File: config.mk
export PLATFORM = sky130hd
export DESIGN_NAME = libf_skid
export DESIGN_NICKNAME = d
export VERILOG_FILES = /design/src/sv/libf_skid.sv
export SDC_FILE = /design/constraint.sdc
export NUM_CORES = 1
export LEC_CHECK = 0
export ABC_AREA = 0
export ABC_CLOCK_PERIOD_IN_PS = 2100
export BUFFER_PORTS_ARGS = -buffer_cell sky130_fd_sc_hd__buf_2
export CAP_MARGIN = 20
export CORE_ASPECT_RATIO = 0.6
export CORE_MARGIN = 2
export CORE_UTILIZATION = 53
export CTS_CLUSTER_DIAMETER = 80
export DETAILED_ROUTE_END_ITERATION = 10
export GPL_TIMING_DRIVEN = 0
export PLACE_DENSITY = 0.79
export SYNTH_ARGS = -nofsm -noshare
export SYNTH_HDL_FRONTEND = slang
export SYNTH_SLANG_ARGS = --single-unit
File: constraint.sdc
create_clock -name clk -period 2.1 [get_ports clk]
set_clock_uncertainty 0.1 [all_clocks]
set_input_delay 0.315 -clock clk [delete_from_list [all_inputs] [get_ports clk]]
set_output_delay 0.315 -clock clk [all_outputs]
set_load 0.01 [all_outputs]
File: src/sv/libf_skid.sv
// ----------------------------------------------------------------------------
// libf_skid: output register with skid stage
// Holds up to two results so the input side never waits on tready directly.
// ----------------------------------------------------------------------------
`default_nettype none

module libf_skid #(
    parameter int DW = 17
) (
    input  logic          clk,
    input  logic          rst_n,
    input  logic          in_valid,
    input  logic [DW-1:0] in_data,
    output logic          full,
    output logic          out_valid,
    input  logic          out_ready,
    output logic [DW-1:0] out_data
);

    logic          out_valid_reg, out_valid_next;
    logic          skid_valid_reg, skid_valid_next;
    logic [DW-1:0] out_data_reg, out_data_next;
    logic [DW-1:0] skid_data_reg, skid_data_next;

    // Refill the output register from the skid stage first, then from the new request
    always_comb
    begin
        out_valid_next  = out_valid_reg;
        skid_valid_next = skid_valid_reg;
        out_data_next   = out_data_reg;
        skid_data_next  = skid_data_reg;
        if (!out_valid_reg || out_ready)
        begin
            if (skid_valid_reg)
            begin
                out_valid_next  = 1'b1;
                out_data_next   = skid_data_reg;
                skid_valid_next = in_valid;
                skid_data_next  = in_data;
            end
            else
            begin
                out_valid_next = in_valid;
                out_data_next  = in_data;
            end
        end
        else if (in_valid)
        begin
            skid_valid_next = 1'b1;
            skid_data_next  = in_data;
        end
    end

    // Hold control state
    always_ff @(posedge clk or negedge rst_n)
    begin
        if (!rst_n)
        begin
            out_valid_reg  <= 1'b0;
            skid_valid_reg <= 1'b0;
        end
        else
        begin
            out_valid_reg  <= out_valid_next;
            skid_valid_reg <= skid_valid_next;
        end
    end

    // Hold payload
    always_ff @(posedge clk)
    begin
        out_data_reg  <= out_data_next;
        skid_data_reg <= skid_data_next;
    end

    assign full      = skid_valid_reg;
    assign out_valid = out_valid_reg;
    assign out_data  = out_data_reg;

endmodule

`default_nettype wire

==> results of run 1 <==
-- worst max-delay path: cells and delay by family, from the launching register on --
kind,cells,cell delay (ns)
buffers and inverters,1,0.49
and+or+nand+nor,1,0.17
DFF,1,0.37
-- worst max-delay path by stage --
stage / start / to / slack (ns) / cells past startpoint
2_1_floorplan: out_valid / skid_data_reg[0] / 0.67 / 2
3_3_place_gp: out_ready / skid_data_reg[2] / 0.57 / 3
3_5_place_dp: out_ready / skid_data_reg[16] / 0.56 / 3
4_1_cts: out_valid / out_data[9] / 0.57 / 2
5_1_grt: full / skid_data_reg[4] / 0.52 / 2
6_report: out_valid / out_data[8] / 0.60 / 2
-- report_power, final --
group	internal [W]	switching (W)
logic	0.000102	0.000107
clock network	0.000351	0.000238
registers	0.000886	0.0000200
total	0.00134	0.000365
-- through the flow --
| step | area [µm²] | hold slack (ns) | worst slack [ns] | instances | util (%) |
|---|---|---|---|---|---|
| floorplan | 1330 | -0.0806 | 0.668 | 60 | - |
| global placement | 1560 | 0.00206 | 0.574 | 129 | 69.0 |
| detailed placement | 1560 | 0.00264 | 0.556 | 129 | 69.0 |
| CTS | 1680 | 0.113 | 0.567 | 138 | 74.4 |
| global route | 1680 | 0.101 | 0.516 | 138 | 74.4 |
| finish | 1680 | 0.120 | 0.600 | 138 | 74.4 |
-- cells in the final DEF, fill, tap and decap left out --
master,n
buf_2,39
edfxtp_1,34
mux2_2,18
clkbuf_8,6
dfrtp_1,2
buf_6,1
nor2b_2,1
inv_1,1
maj3_1,1
or3_1,1
bufinv_16,1
clkinvlp_4,1
clkinv_2,1
dlygate4sd3_1,1
-- final cells by class --
cell class,instances,area (µm²)
inverter,1,3.75
clock inverter,3,42.5
buffer,2,25.0
fill,149,579
timing repair buffer,40,205
clock buffer,5,68.8
multi-input combinational,21,228
sequential,36,1070
tap,30,37.5
-- routing by layer --
metal / up-vias / track usage [%]
met5: - / 0
met4: 0 / 6.00
met3: 4 / 10.1
met2: 23 / 27.9
met1: 328 / 20.5
li1: 329 / -
-- logic make-up (layout without fill, tap and decap cells) --
kind of cell	after synthesis	count (layout)	share of synthesized area (%)
mux	18	18	15.3
buf+inv	3	51	2.17
simple gates	2	2	1.13
fa+ha+maj	1	1	0.754
flops	36	36	80.7
==> metrics, run 1 <==
FF-to-FF setup slack 0.60 ns; Distinct cells, synth 9; IO Pins 40; r2r endpoint out_data[8]; DRC Markers 0; worst reg-to-reg path cell count 2; Area contributors post-synth edfxtp_1 77%, mux2_2 15%, dfrtp_1 3.8%, clkbuf_8 1.0%, buf_6 0.85%; count of input and output buffers 39; cts hold-fix bufs 1; TNS Setup 0 ns; HP Start in_data[15]; # setup viols final 0; wire length per cell 15.7 µm; Antenna Cells 0; core area 2260 µm²; WL met2 1.06 mm; EDFF count, synth 34; Critical Path RT 1.91 ns; Pre-antenna DRT Iters 3; Post-DP HPWL 1.47 mm; PostCTS Resize Cnt 0; # rows 13; power after layout 0.00170 W; Leak 0.662 nW; CP max FO 17; CTS tree done; Sink Count 36; clock buffer depth 2; kind of critical path register to register; # H-tree levels 2; met3 wire len 169 µm; status finished clean; Vias 684; grt total ovfl 0; min-delay worst type primary input to register; antenna violations before repair 0; final hold vios 0; slowest CP cell inv_1; synth warn 0; Worst-Skew Late Latency 0.28 ns; top cells by count, synth 34 x edfxtp_1, 18 x mux2_2, 2 x dfrtp_1; sequential element share of the synthesized area 80.7%; Achievable Freq 667 MHz; post-synthesis register bit count 36; DR iter-0 viols 51; post-CTS setup buffers 0; clock-pin slew on the worst setup and hold paths 0.08 ns; first-pass GRT wire length 3.46 mm; Nets 128; met1 WL 925 µm; RePlAce Congestion 0.606; RSZ-0062 raised after global routing no; Layout area overhead 26.7%; Worst Hold Endpoint skid_data_reg[15]; Post-DRT Antenna Nets 0; Die Wd 68.6 µm; cell taking the most area after synthesis edfxtp_1; Synth Net Count 81; asr flop ratio synth 5.56%; Starting Density 58.7%; mapped cell area 1330 µm²; WHS Path Cells 1; clock root buffer clkbuf_8; Tightest Pin Transition 0.659 ns; Slew Limit Fails 0; PwrDens 1010 nW/µm²; CP peak stage delay 0.49 ns; ys flop type edfxtp_1; vias in the first global route 720; largest net degree at the start of global routing 18; CP Launch Type register; share of layout cells above drive strength 1 63.0%; CTS Buf Count 5; die height 42.8 µm; final period utilization 71.4%; Crit. End Element register; Top Metal Used met4; total track usage 17.8%; Post-Route WL 2.17 mm; Via density 4.96; syn_area_per_cell 22.1 µm²; top-count cell post-synth edfxtp_1; worst-path cell chain nor2b_2 -> inv_1; worst r2r src out_valid; die area 2930 µm²; worst path arrival time 1.31 ns; top cell type's share of synthesized area 76.9%; Tmin final 1.50 ns; Slew headroom 56.0%; maxcap violations 0; Peak VDD IR 0.000660 V; Mapped Cells 60
No activity file was read; power rests on OpenSTA's default activity.
==> run 2, diff against run 1 <==
--- a/config.mk
+++ b/config.mk
@@ -6,16 +6,16 @@
 export NUM_CORES = 1
 export LEC_CHECK = 0
 export ABC_AREA = 0
-export ABC_CLOCK_PERIOD_IN_PS = 2100
+export ABC_CLOCK_PERIOD_IN_PS = 1400
 export BUFFER_PORTS_ARGS = -buffer_cell sky130_fd_sc_hd__buf_2
 export CAP_MARGIN = 20
 export CORE_ASPECT_RATIO = 0.6
 export CORE_MARGIN = 2
-export CORE_UTILIZATION = 53
+export CORE_UTILIZATION = 49
 export CTS_CLUSTER_DIAMETER = 80
 export DETAILED_ROUTE_END_ITERATION = 10
 export GPL_TIMING_DRIVEN = 0
-export PLACE_DENSITY = 0.79
+export PLACE_DENSITY = 0.74
 export SYNTH_ARGS = -nofsm -noshare
 export SYNTH_HDL_FRONTEND = slang
 export SYNTH_SLANG_ARGS = --single-unit
==> constraint.sdc (replaced) <==
create_clock -name clk -period 1.4 [get_ports clk]
set_clock_uncertainty 0.1 [all_clocks]
set_input_delay 0.21 -clock clk [delete_from_list [all_inputs] [get_ports clk]]
set_output_delay 0.21 -clock clk [all_outputs]
set_load 0.01 [all_outputs]
==> metrics, run 2 (synthesis results as in run 1) <==
status finished clean; Achievable Freq 735 MHz; Post-Route WL 2.19 mm; die area 3160 µm²; FF+latch area 1070 µm²; Antenna Cells 0; RSZ-0062 raised after global routing yes; Post-DRT Antenna Nets 0; Sink Count 36; # setup viols final 0; clock buffer depth 2; Slew headroom 85.7%; total track usage 14.6%; core area 2540 µm²; Leak 0.676 nW; Post-DP HPWL 1.33 mm; worst setup margin 0.0389 ns; CTS tree done; DR iter-0 viols 52; die height 44.3 µm; final period utilization 97.2%; first-pass GRT wire length 3.19 mm; clock root buffer clkbuf_8; multi-input logic area 251 µm²; CP Launch Type register; most common cell after layout, fill and taps aside buf_2; Die Wd 71.2 µm; Starting Density 52.3%; WHS Path Cells 1; Crit. End Element register; clock-pin slew on the worst setup and hold paths 0.07 ns; Vias 703; most frequent cells in the layout 39 x buf_2, 34 x edfxtp_1, 17 x mux2_2, 7 x clkbuf_8; Peak VDD IR 0.000895 V; Critical Path RT 1.33 ns; Nets 131; Tightest Pin Transition 0.214 ns; CTS Buf Count 5; Pre-antenna DRT Iters 4; final hold vios 0; FF-to-FF setup slack 0.04 ns; PwrDens 1430 nW/µm²; worst path arrival time 1.29 ns; vias in the first global route 692; # rows 14; maxcap violations 0; fin util 67.1%; RePlAce Congestion 0.640; min-delay worst type primary input to register; Filler Cell Count 194; share of layout cells above drive strength 1 63.1%; Slew Limit Fails 0; wire length per cell 15.3 µm; count of input and output buffers 39; Fin Hold WS 0.00957 ns; worst reg-to-reg path cell count 2; Worst-Skew Late Latency 0.28 ns; # H-tree levels 2; kind of critical path register to register; DRC Markers 0; Layout area overhead 28.5%; largest net degree at the start of global routing 18; pre-CTS setup slack -0.117 ns; antenna violations before repair 0; grt total ovfl 0; Tmin final 1.36 ns; Via density 4.92; IO Pins 40; CP max FO 9
[run 2: changes by cell type in the layout (fill, tap and decap cells not counted)]
cell / before / now
buf_4: 0 / 2
clkbuf_1: 0 / 2
mux2_4: 0 / 2
bufinv_16: 1 / 0
clkbuf_8: 6 / 7
clkinv_2: 1 / 0
inv_1: 1 / 0
mux2_2: 18 / 17
nor2b_2: 1 / 0
nor2b_4: 0 / 1
[run 2: final timing paths]
check,from,to
hold reg to reg,skid_data_reg[6],out_data[6]
min in group asynchronous,rst_n,out_valid
setup / recovery,out_valid,skid_data_reg[1]
hold / removal,in_data[8],skid_data_reg[8]
max in group asynchronous,rst_n,full
setup reg to reg,out_valid,skid_data_reg[1]
[run 2: routing by layer]
metal	vias up	share of wire (%)	GRT usage (%)
met5	-	0	0
met4	0	2.5	9.06
met3	8	8.5	6.83
met2	30	42	19.4
met1	327	47	19.5
li1	338	-	-
[run 2: where the power goes]
group | internal [W] | total (W) | switching, W
clock network | 0.000401 | 0.000743 | 0.000343
registers | 0.00133 | 0.00136 | 0.0000292
logic | 0.000171 | 0.000341 | 0.000170
total | 0.00190 | 0.00244 | 0.000541
[run 2: what timing repair did]
| item | in CTS | in global routing |
|---|---|---|
| endpoints found under the hold margin | 2 | 0 |
| setup endpoints to repair | 17 | 17 |
| gates cloned | 0 | 1 |
| buffers inserted | 2 | 0 |
| gates resized for setup | 2 | 1 |
| hold buffers | 1 | 0 |
[run 2: worst max-delay path, cell delays in order, from the launching register on]
cell	delay, ns
dfrtp_1	0.35
nor2b_4	0.25
mux2_4	0.40
[run 2: metrics by stage]
step	setup TNS, ns	instances	power (W)	area, µm²
6_report	0	143	0.00244	1710
2_1_floorplan	0	60	0.00157	1330
5_1_grt	-0.0653	143	0.00254	1710
4_1_cts	0	142	0.00245	1690
3_3_place_gp	-2.40	131	0.00169	1570
3_5_place_dp	-1.99	131	0.00170	1570
[run 2: layout make-up]
type	instances	share of cell area (%)
Timing Repair Buffer	42	12.9
Sequential cell	36	62.8
Inverter	1	0.440
Buffer	2	1.47
Multi-Input combinational cell	22	14.7
Tap cell	32	2.35
Clock buffer	8	5.28
